<file path="src/design/fci_pkg.sv">
package fci_pkg;

  localparam int TEMP_W         = 8;
  localparam int SPEED_W        = 8;
  localparam int PCT_W          = 7;
  localparam int COUNT_W        = 4;
  localparam int CFG_IDX_W      = 3;
  localparam int CFG_DATA_W     = 32;
  localparam int HW_POINTS      = 8;
  localparam int PT_IDX_W       = 3;
  localparam int PAIRS          = 4;
  localparam int MAX_POINTS_DEF = 8;

  localparam int DIFF_W = TEMP_W + 1;
  localparam int P1_W   = SPEED_W + DIFF_W;
  localparam int P2_W   = 2 * DIFF_W;
  localparam int NUM_W  = P2_W + 1;
  localparam int DVD_W  = NUM_W;
  localparam int DVS_W  = TEMP_W + 1;

  localparam logic [PCT_W-1:0] DEFAULT_PCT = PCT_W'(50);
  localparam logic [PCT_W-1:0] MAX_PCT     = PCT_W'(100);
  localparam logic [PCT_W-1:0] MIN_PCT     = PCT_W'(0);

  localparam logic [CFG_IDX_W-1:0] CFG_POINT_COUNT = CFG_IDX_W'(0);
  localparam logic [CFG_IDX_W-1:0] CFG_POINTS_0_1  = CFG_IDX_W'(1);
  localparam logic [CFG_IDX_W-1:0] CFG_POINTS_2_3  = CFG_IDX_W'(2);
  localparam logic [CFG_IDX_W-1:0] CFG_POINTS_4_5  = CFG_IDX_W'(3);
  localparam logic [CFG_IDX_W-1:0] CFG_POINTS_6_7  = CFG_IDX_W'(4);

  typedef struct packed {
    logic signed [TEMP_W-1:0]  t_min;
    logic signed [SPEED_W-1:0] s_min;
    logic signed [TEMP_W-1:0]  t_max;
    logic signed [SPEED_W-1:0] s_max;
    logic signed [TEMP_W-1:0]  t_lo;
    logic signed [SPEED_W-1:0] s_lo;
    logic signed [TEMP_W-1:0]  t_hi;
    logic signed [SPEED_W-1:0] s_hi;
  } scan_res_t;

  function automatic logic [PCT_W-1:0] clamp_pct(input logic signed [SPEED_W-1:0] s);
    logic [PCT_W-1:0] r;
    if (s < 0) begin
      r = MIN_PCT;
    end else if (s > $signed({1'b0, MAX_PCT})) begin
      r = MAX_PCT;
    end else begin
      r = s[PCT_W-1:0];
    end
    return r;
  endfunction

endpackage

</file>
<file path="src/design/fci_scan.sv">
module fci_scan
  import fci_pkg::*;
(
  input  logic                      clk,
  input  logic                      rst_n,
  input  logic                      en,
  input  logic                      first,
  input  logic signed [TEMP_W-1:0]  pt_temp,
  input  logic signed [SPEED_W-1:0] pt_speed,
  input  logic signed [TEMP_W-1:0]  temp,
  output scan_res_t                 res
);

  scan_res_t res_r, res_nxt;
  logic      lo_v_r, lo_v_nxt;
  logic      hi_v_r, hi_v_nxt;
  logic      below;

  always_comb begin
    res_nxt  = res_r;
    lo_v_nxt = lo_v_r;
    hi_v_nxt = hi_v_r;
    below    = pt_temp < temp;
    if (first) begin
      res_nxt.t_min = pt_temp;
      res_nxt.s_min = pt_speed;
      res_nxt.t_max = pt_temp;
      res_nxt.s_max = pt_speed;
      lo_v_nxt      = below;
      hi_v_nxt      = !below;
      res_nxt.t_lo  = pt_temp;
      res_nxt.s_lo  = pt_speed;
      res_nxt.t_hi  = pt_temp;
      res_nxt.s_hi  = pt_speed;
    end else begin
      if (pt_temp < res_r.t_min) begin
        res_nxt.t_min = pt_temp;
        res_nxt.s_min = pt_speed;
      end else if (pt_temp == res_r.t_min && pt_speed > res_r.s_min) begin
        res_nxt.s_min = pt_speed;
      end
      if (pt_temp > res_r.t_max) begin
        res_nxt.t_max = pt_temp;
        res_nxt.s_max = pt_speed;
      end else if (pt_temp == res_r.t_max && pt_speed > res_r.s_max) begin
        res_nxt.s_max = pt_speed;
      end
      if (below) begin
        if (!lo_v_r || pt_temp > res_r.t_lo) begin
          lo_v_nxt     = 1'b1;
          res_nxt.t_lo = pt_temp;
          res_nxt.s_lo = pt_speed;
        end else if (pt_temp == res_r.t_lo && pt_speed > res_r.s_lo) begin
          res_nxt.s_lo = pt_speed;
        end
      end else begin
        if (!hi_v_r || pt_temp < res_r.t_hi) begin
          hi_v_nxt     = 1'b1;
          res_nxt.t_hi = pt_temp;
          res_nxt.s_hi = pt_speed;
        end else if (pt_temp == res_r.t_hi && pt_speed > res_r.s_hi) begin
          res_nxt.s_hi = pt_speed;
        end
      end
    end
  end

  always_ff @(posedge clk) begin
    if (!rst_n) begin
      lo_v_r <= 1'b0;
      hi_v_r <= 1'b0;
    end else if (en) begin
      lo_v_r <= lo_v_nxt;
      hi_v_r <= hi_v_nxt;
    end
  end

  always_ff @(posedge clk) begin
    if (en) begin
      res_r <= res_nxt;
    end
  end

  assign res = res_r;

endmodule

</file>
<file path="src/design/fci_div.sv">
module fci_div
  import fci_pkg::*;
(
  input  logic             clk,
  input  logic             rst_n,
  input  logic             start,
  input  logic [DVD_W-1:0] dividend,
  input  logic [DVS_W-1:0] divisor,
  output logic             done,
  output logic [DVD_W-1:0] quotient
);

  localparam int CNT_W = $clog2(DVD_W + 1);

  logic [DVS_W-1:0] rem_r, rem_nxt;
  logic [DVD_W-1:0] quo_r, quo_nxt;
  logic [DVS_W-1:0] dvs_r, dvs_nxt;
  logic [CNT_W-1:0] cnt_r, cnt_nxt;
  logic             done_r, done_nxt;
  logic [DVS_W:0]   shifted;
  logic             ge;

  always_comb begin
    rem_nxt  = rem_r;
    quo_nxt  = quo_r;
    dvs_nxt  = dvs_r;
    cnt_nxt  = cnt_r;
    done_nxt = 1'b0;
    shifted  = {rem_r, quo_r[DVD_W-1]};
    ge       = shifted >= {1'b0, dvs_r};
    if (start) begin
      rem_nxt = '0;
      quo_nxt = dividend;
      dvs_nxt = divisor;
      cnt_nxt = CNT_W'(DVD_W);
    end else if (cnt_r != '0) begin
      rem_nxt  = ge ? DVS_W'(shifted - {1'b0, dvs_r}) : DVS_W'(shifted);
      quo_nxt  = {quo_r[DVD_W-2:0], ge};
      cnt_nxt  = cnt_r - CNT_W'(1);
      done_nxt = cnt_r == CNT_W'(1);
    end
  end

  always_ff @(posedge clk) begin
    if (!rst_n) begin
      cnt_r  <= '0;
      done_r <= 1'b0;
    end else begin
      cnt_r  <= cnt_nxt;
      done_r <= done_nxt;
    end
  end

  always_ff @(posedge clk) begin
    rem_r <= rem_nxt;
    quo_r <= quo_nxt;
    dvs_r <= dvs_nxt;
  end

  assign done     = done_r;
  assign quotient = quo_r;

endmodule

</file>
<file path="src/design/fan_curve_interpolator_unit.sv">
// Sequence: n = min(point_count, MAX_POINTS). With no points the result strobes the cycle
// after acceptance; otherwise the scan steps through n points, then the result strobes out
// of the decide step when the sample lies at or beyond an end point; when it interpolates,
// a multiply step, a sum step and the shift-subtract divider follow. Throughput: one item
// at a time; busy drops in the cycle the result strobes, so a new item every cycle with no points.
// The receiver cannot stall: out_valid is high for one cycle per item.
// Reset (rst_n low, synchronous) clears all curve registers, the sequencer and the strobe.
module fan_curve_interpolator_unit
  import fci_pkg::*;
#(
  parameter int MAX_POINTS = MAX_POINTS_DEF
) (
  input  logic                     clk,
  input  logic                     rst_n,
  input  logic                     start,
  output logic                     busy,
  input  logic signed [TEMP_W-1:0] in_temperature,
  output logic                     out_valid,
  output logic [PCT_W-1:0]         out_fan_percent,
  input  logic                     cfg_we,
  input  logic [CFG_IDX_W-1:0]     cfg_index,
  input  logic [CFG_DATA_W-1:0]    cfg_wdata
);

  localparam int IDX_W = $clog2(MAX_POINTS);

  localparam logic [2:0] S_IDLE   = 3'd0;
  localparam logic [2:0] S_SCAN   = 3'd1;
  localparam logic [2:0] S_DECIDE = 3'd2;
  localparam logic [2:0] S_MUL    = 3'd3;
  localparam logic [2:0] S_SUM    = 3'd4;
  localparam logic [2:0] S_DIV    = 3'd5;

  logic [COUNT_W-1:0]    count_r;
  logic [CFG_DATA_W-1:0] pair_r [PAIRS];

  logic [2:0]              state_r, state_nxt;
  logic [IDX_W-1:0]        idx_r, idx_nxt;
  logic signed [TEMP_W-1:0] temp_r, temp_nxt;
  logic signed [DIFF_W-1:0] dt_r, dt_nxt;
  logic signed [DIFF_W-1:0] dtemp_r, dtemp_nxt;
  logic signed [DIFF_W-1:0] dspd_r, dspd_nxt;
  logic signed [SPEED_W-1:0] slo_r, slo_nxt;
  logic signed [P1_W-1:0]  p1_r, p1_nxt;
  logic signed [P2_W-1:0]  p2_r, p2_nxt;
  logic                    neg_r, neg_nxt;
  logic                    out_valid_r, out_valid_nxt;
  logic [PCT_W-1:0]        out_pct_r, out_pct_nxt;

  logic signed [TEMP_W-1:0]  pt_t [HW_POINTS];
  logic signed [SPEED_W-1:0] pt_s [HW_POINTS];
  logic [COUNT_W-1:0]        n_eff;
  logic [IDX_W-1:0]          idx_last;
  scan_res_t                 scan_res;
  logic signed [NUM_W-1:0]   num;
  logic [NUM_W-1:0]          mag;
  logic [DVD_W-1:0]          dividend;
  logic [DVS_W-1:0]          divisor;
  logic                      div_done;
  logic [DVD_W-1:0]          quotient;

  always_ff @(posedge clk) begin
    if (!rst_n) begin
      count_r <= '0;
      for (int k = 0; k < PAIRS; k++) begin
        pair_r[k] <= '0;
      end
    end else if (cfg_we) begin
      case (cfg_index)
        CFG_POINT_COUNT: count_r   <= cfg_wdata[COUNT_W-1:0];
        CFG_POINTS_0_1:  pair_r[0] <= cfg_wdata;
        CFG_POINTS_2_3:  pair_r[1] <= cfg_wdata;
        CFG_POINTS_4_5:  pair_r[2] <= cfg_wdata;
        CFG_POINTS_6_7:  pair_r[3] <= cfg_wdata;
        default: ;
      endcase
    end
  end

  always_comb begin
    for (int k = 0; k < HW_POINTS; k++) begin
      pt_t[k] = pair_r[k/2][(k%2)*16 +: TEMP_W];
      pt_s[k] = pair_r[k/2][(k%2)*16 + 8 +: SPEED_W];
    end
  end

  assign n_eff    = (count_r > COUNT_W'(MAX_POINTS)) ? COUNT_W'(MAX_POINTS) : count_r;
  assign idx_last = IDX_W'(n_eff - COUNT_W'(1));

  fci_scan u_scan (
    .clk      (clk),
    .rst_n    (rst_n),
    .en       (state_r == S_SCAN),
    .first    (idx_r == '0),
    .pt_temp  (pt_t[PT_IDX_W'(idx_r)]),
    .pt_speed (pt_s[PT_IDX_W'(idx_r)]),
    .temp     (temp_r),
    .res      (scan_res)
  );

  assign num      = {{(NUM_W-P1_W){p1_r[P1_W-1]}}, p1_r}
                  + {{(NUM_W-P2_W){p2_r[P2_W-1]}}, p2_r};
  assign mag      = num[NUM_W-1] ? NUM_W'(-num) : NUM_W'(num);
  assign dividend = DVD_W'({mag[NUM_W-2:0], 1'b0}) + DVD_W'(dt_r[TEMP_W-1:0]);
  assign divisor  = {dt_r[TEMP_W-1:0], 1'b0};

  fci_div u_div (
    .clk      (clk),
    .rst_n    (rst_n),
    .start    (state_r == S_SUM),
    .dividend (dividend),
    .divisor  (divisor),
    .done     (div_done),
    .quotient (quotient)
  );

  always_comb begin
    state_nxt     = state_r;
    idx_nxt       = idx_r;
    temp_nxt      = temp_r;
    dt_nxt        = dt_r;
    dtemp_nxt     = dtemp_r;
    dspd_nxt      = dspd_r;
    slo_nxt       = slo_r;
    p1_nxt        = p1_r;
    p2_nxt        = p2_r;
    neg_nxt       = neg_r;
    out_valid_nxt = 1'b0;
    out_pct_nxt   = out_pct_r;
    case (state_r)
      S_IDLE: begin
        if (start) begin
          temp_nxt = in_temperature;
          idx_nxt  = '0;
          if (n_eff == '0) begin
            out_valid_nxt = 1'b1;
            out_pct_nxt   = DEFAULT_PCT;
          end else begin
            state_nxt = S_SCAN;
          end
        end
      end
      S_SCAN: begin
        if (idx_r == idx_last) begin
          state_nxt = S_DECIDE;
        end else begin
          idx_nxt = idx_r + IDX_W'(1);
        end
      end
      S_DECIDE: begin
        dt_nxt    = DIFF_W'(scan_res.t_hi) - DIFF_W'(scan_res.t_lo);
        dtemp_nxt = DIFF_W'(temp_r) - DIFF_W'(scan_res.t_lo);
        dspd_nxt  = DIFF_W'(scan_res.s_hi) - DIFF_W'(scan_res.s_lo);
        slo_nxt   = scan_res.s_lo;
        if (temp_r <= scan_res.t_min) begin
          out_valid_nxt = 1'b1;
          out_pct_nxt   = clamp_pct(scan_res.s_min);
          state_nxt     = S_IDLE;
        end else if (temp_r >= scan_res.t_max) begin
          out_valid_nxt = 1'b1;
          out_pct_nxt   = clamp_pct(scan_res.s_max);
          state_nxt     = S_IDLE;
        end else begin
          state_nxt = S_MUL;
        end
      end
      S_MUL: begin
        p1_nxt    = P1_W'(slo_r) * P1_W'(dt_r);
        p2_nxt    = P2_W'(dtemp_r) * P2_W'(dspd_r);
        state_nxt = S_SUM;
      end
      S_SUM: begin
        neg_nxt   = num[NUM_W-1];
        state_nxt = S_DIV;
      end
      S_DIV: begin
        if (div_done) begin
          out_valid_nxt = 1'b1;
          if (neg_r) begin
            out_pct_nxt = MIN_PCT;
          end else if (quotient > DVD_W'(MAX_PCT)) begin
            out_pct_nxt = MAX_PCT;
          end else begin
            out_pct_nxt = quotient[PCT_W-1:0];
          end
          state_nxt = S_IDLE;
        end
      end
      default: begin
        state_nxt = S_IDLE;
      end
    endcase
  end

  always_ff @(posedge clk) begin
    if (!rst_n) begin
      state_r     <= S_IDLE;
      idx_r       <= '0;
      out_valid_r <= 1'b0;
    end else begin
      state_r     <= state_nxt;
      idx_r       <= idx_nxt;
      out_valid_r <= out_valid_nxt;
    end
  end

  always_ff @(posedge clk) begin
    temp_r    <= temp_nxt;
    dt_r      <= dt_nxt;
    dtemp_r   <= dtemp_nxt;
    dspd_r    <= dspd_nxt;
    slo_r     <= slo_nxt;
    p1_r      <= p1_nxt;
    p2_r      <= p2_nxt;
    neg_r     <= neg_nxt;
    out_pct_r <= out_pct_nxt;
  end

  assign busy            = state_r != S_IDLE;
  assign out_valid       = out_valid_r;
  assign out_fan_percent = out_pct_r;

`ifndef SYNTHESIS
  a_pct_range: assert property (@(posedge clk) disable iff (!rst_n)
    out_valid |-> out_fan_percent <= MAX_PCT)
    else $error("fan percent above limit");

  a_done_strobes: assert property (@(posedge clk) disable iff (!rst_n)
    $fell(busy) |-> out_valid)
    else $error("item finished without a result");

  a_start_busy: assert property (@(posedge clk) disable iff (!rst_n)
    (start && !busy && n_eff != '0) |=> busy && !out_valid)
    else $error("item with points did not enter the scan");

  a_div_in_div: assert property (@(posedge clk) disable iff (!rst_n)
    div_done |-> state_r == S_DIV)
    else $error("divider finished outside the divide phase");
`endif

endmodule
</file>
<file path="config.mk">
export PLATFORM = sky130hd
export DESIGN_NAME = fan_curve_interpolator_unit
export DESIGN_NICKNAME = d
export VERILOG_FILES = /design/src/design/fci_pkg.sv /design/src/design/fci_scan.sv /design/src/design/fci_div.sv /design/src/design/fan_curve_interpolator_unit.sv
export SDC_FILE = /design/constraint.sdc
export NUM_CORES = 1
export LEC_CHECK = 0
export BUFFER_PORTS_ARGS = -buffer_cell sky130_fd_sc_hd__clkbuf_2
export CAP_MARGIN = 20
export CORE_ASPECT_RATIO = 1.5
export CORE_UTILIZATION = 55
export CTS_CLUSTER_SIZE = 20
export DETAILED_ROUTE_END_ITERATION = 12
export GPL_TIMING_DRIVEN = 0
export PLACE_DENSITY = 0.71
export SYNTH_ARGS = -nofsm -noshare
export SYNTH_HDL_FRONTEND = slang
export SYNTH_SLANG_ARGS = --single-unit
export TNS_END_PERCENT = 5
</file>
<file path="constraint.sdc">
create_clock -name clk -period 6.9 [get_ports clk]
set_input_delay 1.38 -clock clk [delete_from_list [all_inputs] [get_ports clk]]
set_output_delay 1.38 -clock clk [all_outputs]
set_load 0.03 [all_outputs]
</file>
==> results of run 1 <==
==> Yosys cell counts, drive strengths merged, types with 16 or more instances <==
cell    instances
a21o           34
a21oi          69
and2          217
clkbuf         40
dfxtp          28
edfxtp        305
fa            137
ha            220
inv           278
mux2           16
mux4           32
nand2         135
nand2b         35
nand3          26
nand4          22
nor2           85
nor2b          45
nor3           21
o21a           26
o21ai          93
xnor2          71
xor2           33
==> report_power, final <==
part	internal [mW]	switching (mW)	total [mW]	leakage, nW
Combinational	1.33	1.79	3.12	7.50
Clock	1.01	0.789	1.80	0.513
Sequential	2.74	0.184	2.93	3.10
==> worst reg2reg max path: cells and delay by family, from the launching register on <==
family / cells / cell delay, ns
xor+xnor: 1 / 0.27
compound gates: 8 / 1.52
fa+ha+maj: 6 / 2.59
buf+inv: 4 / 0.52
simple gates: 3 / 0.35
flops: 1 / 0.33
==> flip-flops by register name, indices dropped and copies added, names as in the netlist <==
register         cells
pair_r             128
u_scan.res          64
u_div.quotient      19
p2_r                18
p1_r                17
dspd_r               9
dt_r                 9
dtemp_r              9
u_div.rem_r          9
slo_r                8
temp_r               8
u_div.dvs_r          8
out_fan_percent      7
u_div.cnt_r          5
count_r              4
idx_r                3
state_r              3
neg_r                1
out_valid            1
u_div.done           1
u_scan.hi_v_r        1
u_scan.lo_v_r        1
==> per-stage QoR <==
stage                     std cells  power, mW
after floorplan                2148       5.28
final                          2846       7.85
after detailed placement       2781       6.11
after CTS                      2841       7.92
after global routing           2846       8.41
after global placement         2773       5.96
==> layout make-up <==
type / count / area [µm²] / area share
buffer: 55 / 250 / 0.00952
clock inverter: 18 / 159 / 0.00605
timing repair buffer: 68 / 450 / 0.0171
tap: 570 / 713 / 0.0271
inverter: 278 / 1040 / 0.0397
sequential: 333 / 9720 / 0.370
clock buffer: 42 / 902 / 0.0343
multi-input combinational: 1482 / 13000 / 0.496
==> routing by layer <==
layer	part of all wire	up-vias	track usage
met4	0.054	0	0.130
met5	0	-	0
met2	0.55	360	0.486
met1	0.36	7763	0.245
met3	0.032	139	0.0224
li1	-	7639	-
==> cells by family (layout without fill, tap and decap cells) <==
logic type | count (synthesis) | in the layout | synth area share
adder cells (fa/ha/maj) | 357 | 357 | 0.229
flip-flops | 333 | 333 | 0.405
buffers and inverters | 333 | 461 | 0.0539
AND/OR/NAND/NOR | 635 | 635 | 0.142
AO/OA/AOI/OAI | 327 | 327 | 0.0898
multiplexers | 58 | 58 | 0.0417
XOR/XNOR | 105 | 105 | 0.0389
==> worst max-delay path by stage <==
stage                                    start                          to  slack, ns  depth (start not counted)
final                     dtemp_r[6]$_DFFE_PP_          p2_r[17]$_DFFE_PN_       1.12                         22
after global routing      dtemp_r[6]$_DFFE_PP_          p2_r[17]$_DFFE_PN_       0.70                         22
after CTS                  dspd_r[2]$_DFFE_PP_          p2_r[17]$_DFFE_PN_       1.10                         22
after detailed placement   dspd_r[2]$_DFFE_PP_          p2_r[17]$_DFFE_PN_       1.11                         22
after global placement            cfg_index[2]  pair_r[0][6]$_SDFFCE_PN0P_       0.86                          3
after floorplan            dspd_r[5]$_DFFE_PP_          p2_r[17]$_DFFE_PN_       1.75                         19
==> results.ini, run 1 <==
[critical_path]
slowest_delay_ns=0.52
timing.critical_path.buf_inv=4
rrSetupSlack_ns=1.12
crit_chain=clkbuf_1 > nand2_1 > fa_1 > inv_1 > fa_1 > inv_1 > fa_1 > inv_1 > fa_1 > ha_1 > ha_1 > nor2b_1 > o21ai_0 > a21boi_0 > o21ai_0 > a21boi_0 > o21a_1 > o21ai_0 > nand2b_1 > a21oi_1 > o21ai_0 > xnor2_1
reg2reg_from=dtemp_r[6]$_DFFE_PP_
critPathCaptureType=flip-flop
worst-r2r-cell-count=22
start_kind=flip-flop
cp_top_family=adder cells
r2r_end=p2_r[17]$_DFFE_PN_
worstPathArrival_ns=6.11
worstSetupPathType=reg2reg
crit_slowest_cell=fa_1
crit_required_ns=7.24
cp_max_fo=9

[die]
coreArea_mm2=0.0431
initial_utilization=0.558
die_x_um=173
die_y_um=258
io_pins=56
rows=93
fp.dieArea_mm2=0.0445

[placement]
pre_cts_ws_ns=1.11
io_buffer_count=55
dpl.hpwl_um=41800
place_area_mm2=0.0252
routabilityCongestion=0.879

[sta]
finalSetupViolCount=0
relSlewSlack=0.259
final.setup.tns_ns=0
drv_slew=0
hold_violations=0
finClkSkew_ns=0.0175
final.setup.worst_slack_ns=1.12
min_period_over_period=0.837
hold_ws_ns=0.446
rsz0062_at_grt=no
worst_slew_pin_slew_ns=1.11
period_minus_slack_ns=5.78
maxClockFrequency_mhz=173

[cells_and_area]
drive_gt1_frac=0.0892
diodes=0
fin_area_mm2=0.0263
most-common-layout-cells=edfxtp_1 (305), inv_1 (277), ha_1 (220)
fin_util=0.611
final_common_cell=edfxtp_1
final_nets=2656
synthToLayoutAreaGrowth_pct=9.46
fillers=3471

[drt]
drt.antenna.violating_nets=0
viasPerCell=5.59
drc=0
first_pass_iters=6
first_iter_violations=759
wl_per_cell_um=18.6
wl_um=53000
vias=15900

[logic_synthesis]
synthesis.nets=2552
async_flop_share=0
netlist.area_leader.share=0.381
avgSynthCellArea_um2=11.2
ys_warn_count=0
syn-cell-area_mm2=0.0240
ys_seq_elements=333
synth_edf_count=305
synth.area.top_cells=edfxtp_1 (38%), ha_1 (11%), fa_1 (11%), and2_1 (5.7%), inv_1 (4.3%)
ys_types=82
seq_area_frac_synth=0.405
synthCells=2148
synth_top_area_cell=edfxtp_1
synth_ff_type=edfxtp_1

[worst_hold_path]
hold_end=u_scan.hi_v_r$_SDFFE_PN0P_
min_path_type=reg2reg
worstHoldStart=u_scan.hi_v_r$_SDFFE_PN0P_
min_delay_path_depth=2

[grt]
grt_antenna_before_repair=0
grt_pass1_wl_um=84700
overflow=0
grt_use_total=0.243
grt_start_max_net_pins=33
grt_pass1_vias=16800

[cts]
cts.clk_slew.worst_paths_ns=0.07
cts_sinks=333
cts_buffer_depth=3
cts_buffers=34
post-cts-setup-buffers=0
clk_latency_ns=0.54
htreeDepth=2
cts_tree=yes
ctsHoldBuffers=0
cts_root_buf=clkbuf_16
cts-resized-gates=0

[power_and_ir_drop]
p_per_area_mw_per_mm2=299
p_leak_nw=11.1
max-vdd-ir-drop_v=0.000232

[job]
cap_viol_max_count=0

[outcome]
status=finished clean

No activity file was read; power rests on OpenSTA's default activity.
==> inputs of run 2 (changes only) <==
--- a/config.mk
+++ b/config.mk
@@ -12,7 +12,7 @@
 export CTS_CLUSTER_SIZE = 20
 export DETAILED_ROUTE_END_ITERATION = 12
 export GPL_TIMING_DRIVEN = 0
-export PLACE_DENSITY = 0.71
+export PLACE_DENSITY = 0.74
 export SYNTH_ARGS = -nofsm -noshare
 export SYNTH_HDL_FRONTEND = slang
 export SYNTH_SLANG_ARGS = --single-unit
==> constraint.sdc (replaced) <==
create_clock -name clk -period 4.9 [get_ports clk]
set_input_delay 0.98 -clock clk [delete_from_list [all_inputs] [get_ports clk]]
set_output_delay 0.98 -clock clk [all_outputs]
set_load 0.03 [all_outputs]
==> run 2 against run 1 <==
  * The flow now finishes with violations (setup timing)
  * Worst hold slack improved by 0.0098 ns
  * First-iteration DRC count rose by 16%
  * Worst setup slack got worse by 1.3 ns
  * Cell count rose by 1.7%
  * Total power rose by 50%
  * Combinational power rose by 57%
  * Sequential power rose by 41%
  * Clock skew rose by 0.012 ns
  * Largest cell class unchanged
  * Highest routed layer unchanged
==> results.ini, run 2 (synthesis gave the netlist of run 1 again) <==
[critical_path]
critPathCaptureType=flip-flop
cp_top_family=adder cells
crit_chain=buf_8 > nand2_4 > fa_1 > inv_1 > fa_1 > fa_1 > fa_1 > fa_1 > ha_4 > o21ai_4 > a21boi_2 > o21ai_2 > a21boi_2 > o21a_1 > o21ai_1 > nand2b_1 > a21oi_2 > o21ai_1 > xnor2_1
reg2reg_from=dspd_r[2]$_DFFE_PP_
worstPathArrival_ns=5.40
crit_top_cell=fa_1
worstSetupPathType=reg2reg
rrSetupSlack_ns=-0.18
crit_required_ns=5.23
worst-r2r-cell-count=19
timing.critical_path.buf_inv=2
r2r_end=p2_r[17]$_DFFE_PN_
slowest_delay_ns=0.58
crit_slowest_cell=fa_1
start_kind=flip-flop
cp_max_fo=5

[die]
fp.dieArea_mm2=0.0445
coreArea_mm2=0.0431
rows=93
die_x_um=173
die_y_um=258
io_pins=56
initial_utilization=0.558

[sta]
drv_slew=0
maxClockFrequency_mhz=197
rsz0062_at_grt=yes
period_minus_slack_ns=5.08
finalSetupViolCount=5
hold_ws_ns=0.455
finClkSkew_ns=0.0295
worst_slew_pin_slew_ns=1.08
min_period_over_period=1.04
final.setup.worst_slack_ns=-0.175
relSlewSlack=0.269
hold_violations=0

[power_and_ir_drop]
clock_power_share=0.233
power.total_mw=11.8
power.internal_mw=7.68
max-vdd-ir-drop_v=0.000317
p_switching_mw=4.10
comb_power_share=0.417
p_leak_nw=11.5
p_per_area_mw_per_mm2=433
pwr-share-seq=0.350
swShare=0.348

[cts]
cts.clk_slew.worst_paths_ns=0.07
cts_root_buf=clkbuf_16
clk_latency_ns=0.54
htreeDepth=2
cts_buffers=34
cts_sinks=333
ctsHoldBuffers=0
cts_tree=yes
cts_buffer_depth=3

[placement]
io_buffer_count=55
pre_cts_ws_ns=-0.659
dpl.hpwl_um=41400
dp_cells=2780
routabilityCongestion=0.869

[drt]
first_iter_violations=879
wl_um=54200
wl_per_cell_um=18.7
first_pass_iters=5
drc=0
vias=16300
viasPerCell=5.62
drt.antenna.violating_nets=0

[cells_and_area]
seq_area_mm2=0.00972
most-common-layout-cells=edfxtp_1 (305), inv_1 (272), and2_1 (212), ha_1 (212), fa_1 (132)
multi_input_area_mm2=0.0134
diodes=0
final_nets=2704
fillers=3246
instances_no_fill=2894
synthToLayoutAreaGrowth_pct=13.4
regMostFlops=pair_r
largest_reg_flops=128
final_common_cell=edfxtp_1
drive_gt1_frac=0.142

[worst_hold_path]
min_path_type=reg2reg
min_delay_path_depth=2
worstHoldStart=u_scan.hi_v_r$_SDFFE_PN0P_
hold_end=u_scan.hi_v_r$_SDFFE_PN0P_

[grt]
grt_start_max_net_pins=33
grt_pass1_wl_um=85300
grt_pass1_vias=17000
grt_use_total=0.243
overflow=0
grt_antenna_before_repair=0

[job]
cap_viol_max_count=0

[outcome]
violations=setup timing
status=finished, violations left

[run 2: cell types whose count changed in the layout (fill, tap and decap cells not counted), moves of 6 or more]
cell / delta
buf_4: +48
ha_1: -8
a21oi_2: +11
a21oi_1: -13
o21ai_0: -12
clkbuf_1: -13
ha_4: +6
buf_6: +8
a21boi_0: -6
o21ai_1: +9
[run 2: worst max path at each step]
stage	start	endpoint	slack, ns	cells past startpoint
final	dspd_r[2]$_DFFE_PP_	p2_r[17]$_DFFE_PN_	-0.18	19
after global placement	idx_r[0]$_SDFFE_PN0P_	u_scan.res[16]$_DFFE_PP_	-0.66	13
after CTS	dtemp_r[4]$_DFFE_PP_	p2_r[17]$_DFFE_PN_	-0.19	20
after global routing	dspd_r[3]$_DFFE_PP_	p2_r[17]$_DFFE_PN_	-0.35	19
after floorplan	dspd_r[5]$_DFFE_PP_	p2_r[17]$_DFFE_PN_	0.0006	20
after detailed placement	idx_r[0]$_SDFFE_PN0P_	u_scan.res[17]$_DFFE_PP_	-0.66	13
[run 2: power by group through the flow]
stage	logic, mW	registers (mW)	clock network, mW
after global placement	4.25	4.17	0
after detailed placement	4.46	4.19	0
after CTS	4.72	4.12	2.78
final	4.91	4.12	2.75
after floorplan	3.36	4.10	0
after global routing	5.52	4.16	2.88
[run 2: worst min-delay path: stages (launching register included)]
cell	delay, ns
dfxtp_1	0.31
nand3_1	0.06
nand2_1	0.04
[run 2: per-layer routing]
layer  part of all wire  GRT usage
met1               0.36      0.250
met4              0.049      0.129
met5                  0          0
met3              0.034     0.0266
met2               0.56      0.477
[run 2: area by class of cell]
cell class	count	share of cell area
sequential	333	0.357
tap	570	0.0262
clock buffer	38	0.0326
buffer	52	0.0107
clock inverter	22	0.0107
inverter	278	0.0383
multi-input combinational	1482	0.492
timing repair buffer	119	0.0326
[run 2: stage by stage]
stage / cell area [µm²] / setup TNS [ns] / utilization
floorplan: 24000 / 0 / -
global placement: 25000 / -79.71 / 0.581
detailed placement: 25200 / -29.75 / 0.586
CTS: 26900 / -0.808 / 0.626
global route: 27200 / -3.20 / 0.633
finish: 27200 / -0.395 / 0.633
[run 2: timing repair]
item                       4_1_cts  5_1_grt
gates resized for setup         56       55
pin swaps                       22       31
setup buffers                   47        9
setup endpoints to repair       83       66
gates cloned                     0        1
